--- config.mk ---
export PLATFORM = sky130hd
export DESIGN_NAME = peer_roster_slot_assigner_unit
export DESIGN_NICKNAME = d
export VERILOG_FILES = /design/src/hw/rtl/prsa_pkg.sv /design/src/hw/rtl/prsa_ram.sv /design/src/hw/rtl/peer_roster_slot_assigner_unit.sv
export SDC_FILE = /design/constraint.sdc
export NUM_CORES = 2
export LEC_CHECK = 0
export BUFFER_PORTS_ARGS = -buffer_cell sky130_fd_sc_hd__buf_4
export CORE_MARGIN = 2
export CORE_UTILIZATION = 46
export CTS_BUF_LIST = sky130_fd_sc_hd__clkbuf_8
export CTS_CLUSTER_DIAMETER = 40
export DETAILED_ROUTE_END_ITERATION = 8
export SYNTH_ARGS = -nofsm -noshare
export SYNTH_HDL_FRONTEND = slang
export SYNTH_SLANG_ARGS = --single-unit
--- constraint.sdc ---
create_clock -name clock -period 11.9 [get_ports clock]
set_input_delay 1.19 -clock clock [delete_from_list [all_inputs] [get_ports clock]]
set_output_delay 1.19 -clock clock [all_outputs]
set_load 0.02 [all_outputs]
--- src/hw/rtl/prsa_pkg.sv ---
// Package for the peer roster slot assigner: sizes, codes and transaction types.
// Used by peer_roster_slot_assigner_unit and the testbench; depends on nothing else.
`default_nettype none
package prsa_pkg;

   localparam int PEER_ENTRIES = 4;
   localparam int ENTRY_W      = (PEER_ENTRIES > 1) ? $clog2(PEER_ENTRIES) : 1;
   localparam int SCAN_W       = $clog2(PEER_ENTRIES + 1);
   localparam int MAX_SLOTS    = 4;
   localparam int SLOT_W       = 2;
   localparam int TMO_W        = 42;

   localparam logic [7:0]       SLOT_AUTO      = 8'hFF;
   localparam logic [15:0]      DEST_BROADCAST = 16'hFFFF;
   localparam logic [TMO_W-1:0] MS_TO_US       = TMO_W'(1000);
   localparam logic [31:0]      MIN_TIMEOUT    = 32'd100;

   localparam logic [1:0] FUNC_OBSERVE = 2'd0;
   localparam logic [1:0] FUNC_REFRESH = 2'd1;
   localparam logic [1:0] FUNC_LOOKUP  = 2'd2;
   localparam logic [1:0] FUNC_NOP     = 2'd3;

   localparam logic [2:0] CSR_LOCAL_UID  = 3'd0;
   localparam logic [2:0] CSR_LOCAL_PREF = 3'd1;
   localparam logic [2:0] CSR_TIMEOUT_MS = 3'd2;
   localparam logic [2:0] CSR_MODE       = 3'd3;
   localparam logic [2:0] CSR_SLOTS      = 3'd4;

   typedef struct packed {
      logic [1:0]  func;
      logic [62:0] now_us;
      logic [63:0] node_id;
      logic [7:0]  peer_mode;
      logic [7:0]  peer_preferred;
      logic        is_data;
      logic [15:0] dest_slot;
      logic [15:0] query_slot;
   } req_type;

   typedef struct packed {
      logic       accepted;
      logic       deliver;
      logic [1:0] source_slot;
      logic       local_assigned;
      logic [1:0] local_slot;
      logic [1:0] client_count;
      logic       peer_found;
      logic [1:0] peer_entry;
   } rsp_type;

   typedef struct packed {
      logic [63:0] id;
      logic [7:0]  mode;
      logic [7:0]  pref;
      logic [62:0] seen;
   } entry_rec_type;

   localparam int ENTRY_REC_W = $bits(entry_rec_type);

endpackage
`default_nettype wire

--- src/hw/rtl/prsa_ram.sv ---
// Generic single-port-write, single-port-read RAM with a registered read.
// Stand-alone; holds the peer table records.
`default_nettype none
module prsa_ram #(
   parameter int WIDTH = 8,
   parameter int DEPTH = 4
) (
   input  wire logic                                        clock,
   input  wire logic                                        wr_en,
   input  wire logic [((DEPTH > 1) ? $clog2(DEPTH) : 1)-1:0] wr_addr,
   input  wire logic [WIDTH-1:0]                            wr_data,
   input  wire logic [((DEPTH > 1) ? $clog2(DEPTH) : 1)-1:0] rd_addr,
   output logic      [WIDTH-1:0]                            rd_data
);

   logic [WIDTH-1:0] mem_ff [DEPTH];

   always_ff @(posedge clock) begin
      if (wr_en) begin
         mem_ff[wr_addr] <= wr_data;
      end
      rd_data <= mem_ff[rd_addr];
   end

endmodule
`default_nettype wire

--- src/hw/rtl/peer_roster_slot_assigner_unit.sv ---
// Peer roster slot assigner: sequencer around the peer table RAM (prsa_ram).
// Depends on prsa_pkg for sizes, codes and transaction types.
// An observe steps through ST_MARK, ST_MARK_WR, ST_EXPIRE, ST_ROSTER, ST_RANK, ST_PASS1,
// ST_PASS2 and ST_FINISH; a refresh starts at ST_EXPIRE, a lookup at ST_ROSTER and ends in
// ST_LOOKUP; other items answer from ST_IDLE. One item at a time; table walks do one RAM read
// per entry per pass. Busy falls with the result strobe: a new item is taken while it is high.
// The result strobe lasts one cycle and cannot be stalled. Reset is synchronous and
// clears the table's active bits and the slot state; RAM contents need no clearing.
`default_nettype none
module peer_roster_slot_assigner_unit
   import prsa_pkg::*;
(
   input  wire logic    clock,
   input  wire logic    reset,
   input  wire logic    start,
   output logic         busy,
   input  wire req_type req_data,
   output logic         rsp_valid,
   output rsp_type      rsp_data,
   input  wire logic    csr_we,
   input  wire logic [2:0]  csr_index,
   input  wire logic [63:0] csr_wdata
);

   typedef enum logic [3:0] {
      ST_IDLE, ST_MARK, ST_MARK_WR, ST_EXPIRE, ST_ROSTER,
      ST_RANK, ST_PASS1, ST_PASS2, ST_FINISH, ST_LOOKUP
   } state_type;

   state_type state_ff, state_in;
   req_type   req_ff, req_in;
   logic [SCAN_W-1:0] cnt_ff, cnt_in;
   logic [TMO_W-1:0]  tmo_ff, tmo_in;
   logic [PEER_ENTRIES-1:0] active_ff, active_in;

   logic [63:0] luid_ff, luid_in;
   logic [7:0]  lpref_ff, lpref_in;
   logic [31:0] tmo_ms_ff, tmo_ms_in;
   logic [7:0]  mode_ff, mode_in;
   logic [2:0]  slots_ff, slots_in;

   logic               hit_ok_ff, hit_ok_in, free_ok_ff, free_ok_in, old_ok_ff, old_ok_in;
   logic [ENTRY_W-1:0] hit_idx_ff, hit_idx_in, free_idx_ff, free_idx_in;
   logic [ENTRY_W-1:0] old_idx_ff, old_idx_in;
   logic [62:0]        old_time_ff, old_time_in;

   logic [63:0]        mem_id_ff     [PEER_ENTRIES];
   logic [63:0]        mem_id_in     [PEER_ENTRIES];
   logic               mem_pok_ff    [PEER_ENTRIES];
   logic               mem_pok_in    [PEER_ENTRIES];
   logic [SLOT_W-1:0]  mem_pref_ff   [PEER_ENTRIES];
   logic [SLOT_W-1:0]  mem_pref_in   [PEER_ENTRIES];
   logic [ENTRY_W-1:0] mem_entry_ff  [PEER_ENTRIES];
   logic [ENTRY_W-1:0] mem_entry_in  [PEER_ENTRIES];
   logic [ENTRY_W-1:0] order_ff      [PEER_ENTRIES];
   logic [ENTRY_W-1:0] order_in      [PEER_ENTRIES];
   logic               placed_ff     [PEER_ENTRIES];
   logic               placed_in     [PEER_ENTRIES];
   logic [SLOT_W-1:0]  mslot_ff      [PEER_ENTRIES];
   logic [SLOT_W-1:0]  mslot_in      [PEER_ENTRIES];
   logic               mem_found     [PEER_ENTRIES];
   logic [MAX_SLOTS-1:0] used_ff, used_in;
   logic [SCAN_W-1:0]  mem_n_ff, mem_n_in;
   logic [2:0]         count_ff, count_in;

   logic       have_ff, have_in;
   logic [1:0] own_ff, own_in, ccount_ff, ccount_in;
   logic       look_ok_ff, look_ok_in;
   logic [ENTRY_W-1:0] look_idx_ff, look_idx_in;

   logic    rsp_valid_ff, rsp_valid_in;
   rsp_type rsp_ff, rsp_in;

   logic [2:0]          slot_lim;
   logic                scan_last;
   logic [ENTRY_W-1:0]  ent_idx;
   logic                ent_act;
   entry_rec_type       rd_rec;
   logic [ENTRY_REC_W-1:0] rd_raw;
   logic [62:0]         age;
   logic [ENTRY_W-1:0]  mark_sel;
   logic [ENTRY_W-1:0]  rank_val;
   logic [ENTRY_W-1:0]  cur_m;
   logic                free_ok;
   logic [SLOT_W-1:0]   open_slot;
   logic                fin_have;
   logic                fin_dlv;
   logic [SLOT_W-1:0]   fin_src;
   logic                lk_f;
   logic [SLOT_W-1:0]   lk_s;
   entry_rec_type       wr_rec;

   prsa_ram #(
      .WIDTH (ENTRY_REC_W),
      .DEPTH (PEER_ENTRIES)
   ) u_table (
      .clock   (clock),
      .wr_en   (state_ff == ST_MARK_WR),
      .wr_addr (mark_sel),
      .wr_data (wr_rec),
      .rd_addr (cnt_ff[ENTRY_W-1:0]),
      .rd_data (rd_raw)
   );

   assign rd_rec    = entry_rec_type'(rd_raw);
   assign wr_rec    = '{id: req_ff.node_id, mode: req_ff.peer_mode,
                        pref: req_ff.peer_preferred, seen: req_ff.now_us};
   assign scan_last = (cnt_ff == SCAN_W'(PEER_ENTRIES));
   assign ent_idx   = ENTRY_W'(cnt_ff - SCAN_W'(1));
   assign ent_act   = (cnt_ff != '0) && active_ff[ent_idx];
   assign age       = req_ff.now_us - rd_rec.seen;
   assign cur_m     = cnt_ff[ENTRY_W-1:0];
   assign mark_sel  = hit_ok_ff ? hit_idx_ff : (free_ok_ff ? free_idx_ff : old_idx_ff);

   always_comb begin
      slot_lim = (slots_ff > 3'(MAX_SLOTS)) ? 3'(MAX_SLOTS) : slots_ff;
      if (int'(slot_lim) > PEER_ENTRIES) begin
         slot_lim = 3'(PEER_ENTRIES);
      end
   end

   // A member counts as assigned only inside the window of filled slots.
   always_comb begin
      for (int m = 0; m < PEER_ENTRIES; m++) begin
         mem_found[m] = placed_ff[m] && ({1'b0, mslot_ff[m]} < count_ff);
      end
   end

   always_comb begin
      rank_val = '0;
      for (int j = 0; j < PEER_ENTRIES; j++) begin
         if ((SCAN_W'(j) < mem_n_ff) && (ENTRY_W'(j) != cur_m) &&
             (mem_id_ff[j] < mem_id_ff[cur_m])) begin
            rank_val = rank_val + ENTRY_W'(1);
         end
      end
   end

   always_comb begin
      free_ok   = 1'b0;
      open_slot = '0;
      for (int j = MAX_SLOTS - 1; j >= 0; j--) begin
         if ((3'(j) < slot_lim) && !used_ff[j]) begin
            free_ok   = 1'b1;
            open_slot = SLOT_W'(j);
         end
      end
   end

   always_comb begin
      fin_have = mem_found[0];
      fin_dlv  = 1'b0;
      fin_src  = '0;
      for (int m = 1; m < PEER_ENTRIES; m++) begin
         if ((req_ff.func == FUNC_OBSERVE) && (SCAN_W'(m) < mem_n_ff) &&
             (mem_entry_ff[m] == hit_idx_ff) && mem_found[m] &&
             req_ff.is_data && fin_have &&
             ((req_ff.dest_slot == DEST_BROADCAST) ||
              (req_ff.dest_slot == 16'(mslot_ff[0])))) begin
            fin_dlv = 1'b1;
            fin_src = mslot_ff[m];
         end
      end
   end

   // Slot held by the identifier of the entry now coming out of the RAM.
   always_comb begin
      lk_f = 1'b0;
      lk_s = '0;
      if (rd_rec.id == luid_ff) begin
         lk_f = mem_found[0];
         lk_s = mslot_ff[0];
      end else begin
         for (int m = 1; m < PEER_ENTRIES; m++) begin
            if ((SCAN_W'(m) < mem_n_ff) && (mem_entry_ff[m] == ent_idx)) begin
               lk_f = mem_found[m];
               lk_s = mslot_ff[m];
            end
         end
      end
   end

   always_comb begin
      state_in     = state_ff;
      req_in       = req_ff;
      cnt_in       = cnt_ff;
      tmo_in       = tmo_ff;
      active_in    = active_ff;
      luid_in      = luid_ff;
      lpref_in     = lpref_ff;
      tmo_ms_in    = tmo_ms_ff;
      mode_in      = mode_ff;
      slots_in     = slots_ff;
      hit_ok_in    = hit_ok_ff;
      hit_idx_in   = hit_idx_ff;
      free_ok_in   = free_ok_ff;
      free_idx_in  = free_idx_ff;
      old_ok_in    = old_ok_ff;
      old_idx_in   = old_idx_ff;
      old_time_in  = old_time_ff;
      mem_id_in    = mem_id_ff;
      mem_pok_in   = mem_pok_ff;
      mem_pref_in  = mem_pref_ff;
      mem_entry_in = mem_entry_ff;
      order_in     = order_ff;
      placed_in    = placed_ff;
      mslot_in     = mslot_ff;
      used_in      = used_ff;
      mem_n_in     = mem_n_ff;
      count_in     = count_ff;
      have_in      = have_ff;
      own_in       = own_ff;
      ccount_in    = ccount_ff;
      look_ok_in   = look_ok_ff;
      look_idx_in  = look_idx_ff;
      rsp_valid_in = 1'b0;
      rsp_in       = rsp_ff;

      if (csr_we) begin
         unique case (csr_index)
            CSR_LOCAL_UID:  luid_in   = (csr_wdata != '0) ? csr_wdata : 64'd1;
            CSR_LOCAL_PREF: lpref_in  = csr_wdata[7:0];
            CSR_TIMEOUT_MS: tmo_ms_in = (csr_wdata[31:0] < MIN_TIMEOUT) ?
                                        MIN_TIMEOUT : csr_wdata[31:0];
            CSR_MODE:       mode_in   = csr_wdata[7:0];
            CSR_SLOTS:      slots_in  = csr_wdata[2:0];
            default: ;
         endcase
      end

      unique case (state_ff)
         ST_IDLE: begin
            if (start) begin
               req_in = req_data;
               tmo_in = TMO_W'(tmo_ms_ff) * MS_TO_US;
               cnt_in = '0;
               look_ok_in  = 1'b0;
               look_idx_in = '0;
               if (req_data.func == FUNC_OBSERVE && req_data.node_id != '0 &&
                   req_data.node_id != luid_ff && req_data.peer_mode == mode_ff) begin
                  state_in = ST_MARK;
               end else if (req_data.func == FUNC_REFRESH) begin
                  state_in = ST_EXPIRE;
               end else if (req_data.func == FUNC_LOOKUP) begin
                  state_in = ST_ROSTER;
               end else begin
                  // Rejected observe or no-op: report the stored state.
                  rsp_valid_in = 1'b1;
                  rsp_in = '{accepted: 1'b0, deliver: 1'b0, source_slot: '0,
                             local_assigned: have_ff, local_slot: own_ff,
                             client_count: ccount_ff, peer_found: 1'b0, peer_entry: '0};
               end
            end
         end

         ST_MARK: begin
            if (cnt_ff == '0) begin
               hit_ok_in  = 1'b0;
               free_ok_in = 1'b0;
               old_ok_in  = 1'b0;
            end else begin
               if (ent_act && rd_rec.id == req_ff.node_id && !hit_ok_ff) begin
                  hit_ok_in  = 1'b1;
                  hit_idx_in = ent_idx;
               end
               if (!ent_act && !free_ok_ff) begin
                  free_ok_in  = 1'b1;
                  free_idx_in = ent_idx;
               end
               if (ent_act && (!old_ok_ff || rd_rec.seen < old_time_ff)) begin
                  old_ok_in   = 1'b1;
                  old_idx_in  = ent_idx;
                  old_time_in = rd_rec.seen;
               end
            end
            cnt_in = cnt_ff + SCAN_W'(1);
            if (scan_last) begin
               state_in = ST_MARK_WR;
            end
         end

         ST_MARK_WR: begin
            active_in[mark_sel] = 1'b1;
            hit_idx_in = mark_sel;
            cnt_in     = '0;
            state_in   = ST_EXPIRE;
         end

         ST_EXPIRE: begin
            if (ent_act && req_ff.now_us >= rd_rec.seen && age > 63'(tmo_ff)) begin
               active_in[ent_idx] = 1'b0;
            end
            cnt_in = cnt_ff + SCAN_W'(1);
            if (scan_last) begin
               cnt_in   = '0;
               state_in = ST_ROSTER;
            end
         end

         ST_ROSTER: begin
            if (cnt_ff == '0) begin
               mem_n_in       = SCAN_W'(1);
               mem_id_in[0]   = luid_ff;
               mem_pok_in[0]  = lpref_ff < {5'b0, slot_lim};
               mem_pref_in[0] = lpref_ff[SLOT_W-1:0];
               mem_entry_in[0] = '0;
               used_in  = '0;
               count_in = '0;
               for (int m = 0; m < PEER_ENTRIES; m++) begin
                  placed_in[m] = 1'b0;
               end
            end else if (ent_act && rd_rec.id != luid_ff && rd_rec.mode == mode_ff &&
                         mem_n_ff < SCAN_W'(PEER_ENTRIES)) begin
               mem_id_in[mem_n_ff[ENTRY_W-1:0]]    = rd_rec.id;
               mem_pok_in[mem_n_ff[ENTRY_W-1:0]]   = rd_rec.pref < {5'b0, slot_lim};
               mem_pref_in[mem_n_ff[ENTRY_W-1:0]]  = rd_rec.pref[SLOT_W-1:0];
               mem_entry_in[mem_n_ff[ENTRY_W-1:0]] = ent_idx;
               mem_n_in = mem_n_ff + SCAN_W'(1);
            end
            cnt_in = cnt_ff + SCAN_W'(1);
            if (scan_last) begin
               cnt_in   = '0;
               state_in = ST_RANK;
            end
         end

         // Identifiers are distinct, so each member's rank is its sorted position.
         ST_RANK: begin
            if (SCAN_W'(cur_m) < mem_n_ff) begin
               order_in[rank_val] = cur_m;
            end
            cnt_in = cnt_ff + SCAN_W'(1);
            if (cnt_ff == SCAN_W'(PEER_ENTRIES - 1)) begin
               cnt_in   = '0;
               state_in = ST_PASS1;
            end
         end

         ST_PASS1: begin
            if (cnt_ff < mem_n_ff && mem_pok_ff[order_ff[cur_m]] &&
                !used_ff[mem_pref_ff[order_ff[cur_m]]]) begin
               used_in[mem_pref_ff[order_ff[cur_m]]] = 1'b1;
               placed_in[order_ff[cur_m]] = 1'b1;
               mslot_in[order_ff[cur_m]]  = mem_pref_ff[order_ff[cur_m]];
               count_in = count_ff + 3'd1;
            end
            cnt_in = cnt_ff + SCAN_W'(1);
            if (cnt_ff == SCAN_W'(PEER_ENTRIES - 1)) begin
               cnt_in   = '0;
               state_in = ST_PASS2;
            end
         end

         ST_PASS2: begin
            if (cnt_ff < mem_n_ff && !placed_ff[order_ff[cur_m]] &&
                count_ff < slot_lim && free_ok) begin
               used_in[open_slot] = 1'b1;
               placed_in[order_ff[cur_m]] = 1'b1;
               mslot_in[order_ff[cur_m]]  = open_slot;
               count_in = count_ff + 3'd1;
            end
            cnt_in = cnt_ff + SCAN_W'(1);
            if (cnt_ff == SCAN_W'(PEER_ENTRIES - 1)) begin
               cnt_in   = '0;
               state_in = ST_FINISH;
            end
         end

         ST_FINISH: begin
            if (req_ff.func == FUNC_LOOKUP) begin
               cnt_in   = '0;
               state_in = ST_LOOKUP;
            end else begin
               have_in   = fin_have;
               own_in    = fin_have ? mslot_ff[0] : 2'd0;
               ccount_in = fin_have ? 2'(count_ff - 3'd1) : 2'd0;
               rsp_valid_in = 1'b1;
               rsp_in = '{accepted: (req_ff.func == FUNC_OBSERVE),
                          deliver: fin_dlv, source_slot: fin_src,
                          local_assigned: fin_have,
                          local_slot: fin_have ? mslot_ff[0] : 2'd0,
                          client_count: fin_have ? 2'(count_ff - 3'd1) : 2'd0,
                          peer_found: 1'b0, peer_entry: '0};
               state_in = ST_IDLE;
            end
         end

         ST_LOOKUP: begin
            if (ent_act && !look_ok_ff && rd_rec.mode == mode_ff && lk_f &&
                req_ff.query_slot == 16'(lk_s)) begin
               look_ok_in  = 1'b1;
               look_idx_in = ent_idx;
            end
            cnt_in = cnt_ff + SCAN_W'(1);
            if (scan_last) begin
               rsp_valid_in = 1'b1;
               rsp_in = '{accepted: 1'b0, deliver: 1'b0, source_slot: '0,
                          local_assigned: have_ff, local_slot: own_ff,
                          client_count: ccount_ff, peer_found: look_ok_in,
                          peer_entry: 2'(look_idx_in)};
               state_in = ST_IDLE;
            end
         end

         default: state_in = ST_IDLE;
      endcase
   end

   always_ff @(posedge clock) begin
      req_ff       <= req_in;
      cnt_ff       <= cnt_in;
      tmo_ff       <= tmo_in;
      hit_ok_ff    <= hit_ok_in;
      hit_idx_ff   <= hit_idx_in;
      free_ok_ff   <= free_ok_in;
      free_idx_ff  <= free_idx_in;
      old_ok_ff    <= old_ok_in;
      old_idx_ff   <= old_idx_in;
      old_time_ff  <= old_time_in;
      mem_id_ff    <= mem_id_in;
      mem_pok_ff   <= mem_pok_in;
      mem_pref_ff  <= mem_pref_in;
      mem_entry_ff <= mem_entry_in;
      order_ff     <= order_in;
      placed_ff    <= placed_in;
      mslot_ff     <= mslot_in;
      used_ff      <= used_in;
      mem_n_ff     <= mem_n_in;
      count_ff     <= count_in;
      look_ok_ff   <= look_ok_in;
      look_idx_ff  <= look_idx_in;
      rsp_ff       <= rsp_in;
      if (reset) begin
         state_ff     <= ST_IDLE;
         active_ff    <= '0;
         luid_ff      <= 64'd1;
         lpref_ff     <= SLOT_AUTO;
         tmo_ms_ff    <= 32'd1000;
         mode_ff      <= 8'd0;
         slots_ff     <= 3'd4;
         have_ff      <= 1'b0;
         own_ff       <= 2'd0;
         ccount_ff    <= 2'd0;
         rsp_valid_ff <= 1'b0;
      end else begin
         state_ff     <= state_in;
         active_ff    <= active_in;
         luid_ff      <= luid_in;
         lpref_ff     <= lpref_in;
         tmo_ms_ff    <= tmo_ms_in;
         mode_ff      <= mode_in;
         slots_ff     <= slots_in;
         have_ff      <= have_in;
         own_ff       <= own_in;
         ccount_ff    <= ccount_in;
         rsp_valid_ff <= rsp_valid_in;
      end
   end

   assign busy      = (state_ff != ST_IDLE);
   assign rsp_valid = rsp_valid_ff;
   assign rsp_data  = rsp_ff;

endmodule
`default_nettype wire

==> results_tabular.tex <==
\begin{tabular}{lr}
\hline
Metric & Value \\
\hline
\multicolumn{2}{l}{\textbf{Die}} \\
\quad Initial standard-cell utilization of the core & 46.44\% \\
\quad Total I/O pin count & 263 \\
\quad Height of the chip & 396.3 um \\
\quad Die footprint & 157100 um\^{}2 \\
\quad Horizontal extent of the die & 396.3 um \\
\quad Core region area & 152400 um\^{}2 \\
\quad Number of core rows & 143 \\
\multicolumn{2}{l}{\textbf{Critical path}} \\
\quad Data arrival time of the critical path & 7.80 ns \\
\quad Startpoint type of the worst setup path & flop \\
\quad Capture instance of the worst register-to-register path & active\_ff[0]\$\_SDFFE\_PP0P\_ \\
\quad FF-to-FF Start & req\_ff[114]\$\_DFFE\_PP\_ \\
\quad Reg2Reg Setup Slack & 4.99 ns \\
\quad Data required time at the worst endpoint & 12.79 ns \\
\quad Element type at the critical path end & flop \\
\quad Worst-case reg-to-reg path depth & 23 \\
\quad Maximum fanout along the worst path & 5 \\
\quad CP Class & reg -> reg \\
\multicolumn{2}{l}{\textbf{STA}} \\
\quad Worst-case headroom to the max-slew limit & 10.20\% \\
\quad Number of hold-slack violations in the final timing report & 0 \\
\quad Period Utilization, post-route & 58.09\% \\
\quad Final critical-path required period & 6.913 ns \\
\quad Worst setup slack after layout & 4.987 ns \\
\quad Fmax & 144.7 MHz \\
\quad Total negative slack & 0 ns \\
\quad Number of setup violations in the final report & 0 \\
\quad Slew @ Worst Pin & 1.335 ns \\
\quad Pins over their slew limit & 0 \\
\quad RSZ-0062 raised after global routing & false \\
\quad Setup Skew & 0.07841 ns \\
\multicolumn{2}{l}{\textbf{Logic synthesis}} \\
\quad Number of register bits inferred by synthesis & 1455 \\
\quad Seq/Total Area, Yosys & 57.87\% \\
\quad Number of distinct standard cells referenced by the synthesized netlist & 79 \\
\quad Yosys top cell area share & 50.18\% \\
\quad Synthesized-area fraction occupied by ao, oa, aoi and oai cells & 8.253\% \\
\quad Gate count after technology mapping & 5154 \\
\quad Syn\_nets & 6051 \\
\quad Yosys synthesis warning count & 0 \\
\quad Top cells by area, synth & edfxtp\_1, ha\_1, dfxtp\_1 \\
\quad Synth area leader & edfxtp\_1 \\
\quad Synthesized-area fraction occupied by and/or/nand/nor cells & 7.384\% \\
\quad Area share of fa/ha/maj cells after synthesis & 12.70\% \\
\quad Async set or reset register ratio after synthesis & 0\% \\
\quad Synth Area in XOR/XNOR & 3.600\% \\
\quad Main combinational cell family by area after synthesis & adder cells \\
\quad Number of flops mapped to enable cells by yosys & 1183 \\
\quad Flip-flop cell with the highest count after synthesis & edfxtp\_1 \\
\quad Avg Cell Area, Syn & 13.74 um\^{}2 \\
\quad Mapped cell area & 70800 um\^{}2 \\
\quad Proportion of synthesized area in mux cells & 7.246\% \\
\multicolumn{2}{l}{\textbf{Layout}} \\
\quad Number of nets at the end of the flow & 6491 \\
\quad Final Core Density & 52.82\% \\
\quad Synthesis-to-layout area growth & 13.74\% \\
\quad Fraction of final layout cells sized beyond drive strength 1 & 16.22\% \\
\multicolumn{2}{l}{\textbf{Drt}} \\
\quad Final antenna-violating net count & 0 \\
\quad Amount of wire on met3 after detailed routing & 16.74 mm \\
\quad Amount of wire on met2 after detailed routing & 87.96 mm \\
\quad Iter 0 DRT Violations & 4214 \\
\quad DRC violation count after routing & 0 \\
\quad Routed met1 length & 88.76 mm \\
\quad Vias after detailed routing & 45.09k \\
\quad Wire length per cell & 25.50 um \\
\quad Top metal layer carrying routed signals & met5 \\
\quad Detailed Routing Iterations Pass 1 & 5 \\
\quad Post-Route WL & 199.7 mm \\
\quad Via density per instance & 5.760 \\
\multicolumn{2}{l}{\textbf{Flow run}} \\
\quad Number of maximum-capacitance constraint violations & 0 \\
\multicolumn{2}{l}{\textbf{Clocking}} \\
\quad \# H-tree levels & 5 \\
\quad Root Buffer Master & clkbuf\_8 \\
\quad Post-cts hold buffer count & 0 \\
\quad Num CTS Buffers & 280 \\
\quad CTS Sinks & 1455 \\
\quad Clock slew at reported path FFs & 0.06 ns \\
\quad CTS tree & done \\
\quad Insertion delay of the later-clocked pin in the worst-skew pair & 0.99 ns \\
\quad Maximum clock insertion buffer count & 4 \\
\quad Setup Buffers After CTS & 0 \\
\quad Post-cts sizing count & 0 \\
\multicolumn{2}{l}{\textbf{Placement}} \\
\quad Worst slack, placed & 5.048 ns \\
\quad GP Congestion & 0.9435 \\
\quad Port buffer count & 262 \\
\quad Total half-perimeter wirelength after legalization and detailed placement & 141.9 mm \\
\multicolumn{2}{l}{\textbf{Pwr}} \\
\quad Worst vdd ir & 142.2 uV \\
\quad Internal power consumption & 11.98 mW \\
\quad Comb power frac & 35.5\% \\
\quad Sequential Power Share & 39.4\% \\
\quad Proportion of power drawn by the clock network & 25.0\% \\
\quad Pwr dens & 234.4 nW/um\^{}2 \\
\quad Net switching power figure & 6.891 mW \\
\quad Switching power share of the total & 36.51\% \\
\quad P\_leak & 31.17 nW \\
\multicolumn{2}{l}{\textbf{GRT}} \\
\quad Maximum number of pins on one net before global-route repair & 102 \\
\quad Global-route congestion overflow total & 0 \\
\quad Number of global-route vias before repair & 45.48k \\
\quad Combined global-route utilization of all metal layers & 25.46\% \\
\quad Antenna violations before repair & 20 \\
\quad First-pass GRT wire length & 295.2 mm \\
\multicolumn{2}{l}{\textbf{Min path}} \\
\quad Number of cells on the worst hold path & 1 \\
\quad Capture endpoint of the worst hold path & req\_ff[34]\$\_DFFE\_PP\_ \\
\quad Worst min-delay path startpoint & req\_data[34] \\
\quad Hold Path Class & in -> reg \\
\multicolumn{2}{l}{\textbf{Status}} \\
\quad Outcome & completed \\
\hline
\end{tabular}
==> state kept, by name (all words and copies together), names as in the netlist, 12 cells and up <==
signal and flops:
mem_id_ff 256, old_time_ff 63, u_table.mem_ff 572, u_table.rd_data 143, luid_ff 64, tmo_ff 39
tmo_ms_ff 32, rsp_data 12, req_ff 178
==> layer usage <==
layer / vias up / GRT usage [%]
li1: 20339 / -
met1: 22556 / 36.94
met2: 1793 / 37.89
met3: 383 / 5.909
met4: 22 / 8.256
met5: - / 0
==> cells in the mapped netlist, drive strengths merged (15+ instances only) <==
cell / number
nand3: 29
xor2: 142
nand4: 143
clkbuf: 110
fa: 118
a31oi: 20
and3: 16
nor2: 182
edfxtp: 1183
a211oi: 15
nor2b: 73
o21ai: 138
o21bai: 21
dfxtp: 272
xnor2: 149
o21a: 26
o211ai: 22
nand2b: 67
nor3: 56
nor4: 90
a21o: 130
a22o: 68
inv: 408
mux2i: 22
mux4: 215
a21oi: 347
buf: 38
ha: 530
nand2: 342
==> cell families (layout without fill, tap and decap cells) <==
| logic type | count (synthesis) | after routing |
|---|---|---|
| AO/OA/AOI/OAI | 910 | 910 |
| XOR/XNOR | 291 | 291 |
| adder cells (fa/ha/maj) | 648 | 648 |
| buffers and inverters | 556 | 1196 |
| flip-flops | 1455 | 1455 |
| multiplexers | 243 | 243 |
| other | 0 | 5 |
| AND/OR/NAND/NOR | 1051 | 1051 |
==> power groups by stage <==
stage	Clock, mW	Combinational (mW)	Sequential [mW]
2_1_floorplan	0	4.73	7.20
3_3_place_gp	0	6.64	7.49
3_5_place_dp	0	6.66	7.52
4_1_cts	4.83	6.70	7.43
5_1_grt	5.05	7.42	7.53
6_report	4.72	6.71	7.44
==> stage by stage <==
step / power [mW] / std cells / hold slack (ns) / cell area (um^2)
final: 18.87 / 7829 / 0.3804 / 80520
after global placement: 14.13 / 7342 / 0.4322 / 75200
after global routing: 20.00 / 7825 / 0.3054 / 80510
after CTS: 18.96 / 7824 / 0.2676 / 80510
after detailed placement: 14.18 / 7342 / 0.4501 / 75200
after floorplan: 11.93 / 5154 / 0.4255 / 70800
==> critical path: stages (launching register included) <==
cell       delay, ns
edfxtp_1        0.45
ha_1            0.36
nor2b_4         0.15
o31a_1          0.28
o41a_1          0.45
a41o_4          0.32
a21oi_1         0.43
o22a_1          0.26
and2_1          0.19
xnor2_1         0.09
ha_1            0.30
nand3_1         0.11
or4_1           0.54
or2_1           0.26
nor3_1          0.51
nand3_1         0.14
a32oi_1         0.20
o2111ai_1       0.17
a211o_1         0.30
a21oi_1         0.15
o2111a_1        0.21
nand4_1         0.11
or4b_4          0.62
a311oi_1        0.27
==> final cells by class <==
cell class,instances,area [um^2]
tap,2030,2540
clock inverter,176,1104
fill,12973,71920
sequential,1455,40970
timing repair buffer,306,2322
inverter,408,1539
antenna,5,12.51
multi-input combinational,3143,27830
clock buffer,306,4212
==> how the worst max path moves through the flow <==
stage                                  from                   endpoint  cells past startpoint
finish                req_ff[114]$_DFFE_PP_  active_ff[0]$_SDFFE_PP0P_                     23
global route          req_ff[137]$_DFFE_PP_  active_ff[3]$_SDFFE_PP0P_                     23
CTS                   req_ff[114]$_DFFE_PP_  active_ff[3]$_SDFFE_PP0P_                     23
detailed placement    req_ff[114]$_DFFE_PP_  active_ff[3]$_SDFFE_PP0P_                     23
global placement      req_ff[137]$_DFFE_PP_  active_ff[3]$_SDFFE_PP0P_                     23
floorplan           cnt_ff[1]$_SDFFCE_PN0P_   mem_id_ff[192]$_DFFE_PP_                     11
==> cell usage in the layout, fill, tap and decap left out, types with 118 or more instances in the layout <==
cell type / Yosys / layout
a21o_1: 130 / 130
a21oi_1: 346 / 346
buf_4: 0 / 304
clkbuf_8: 0 / 306
dfxtp_1: 272 / 272
edfxtp_1: 1183 / 1183
fa_1: 118 / 118
ha_1: 530 / 530
inv_1: 408 / 492
mux4_2: 215 / 215
nand2_1: 342 / 341
nand4_1: 143 / 143
nor2_1: 182 / 177
o21ai_0: 133 / 133
xnor2_1: 149 / 149
xor2_1: 142 / 142
Note: power is estimated with default switching activity, not from simulation.
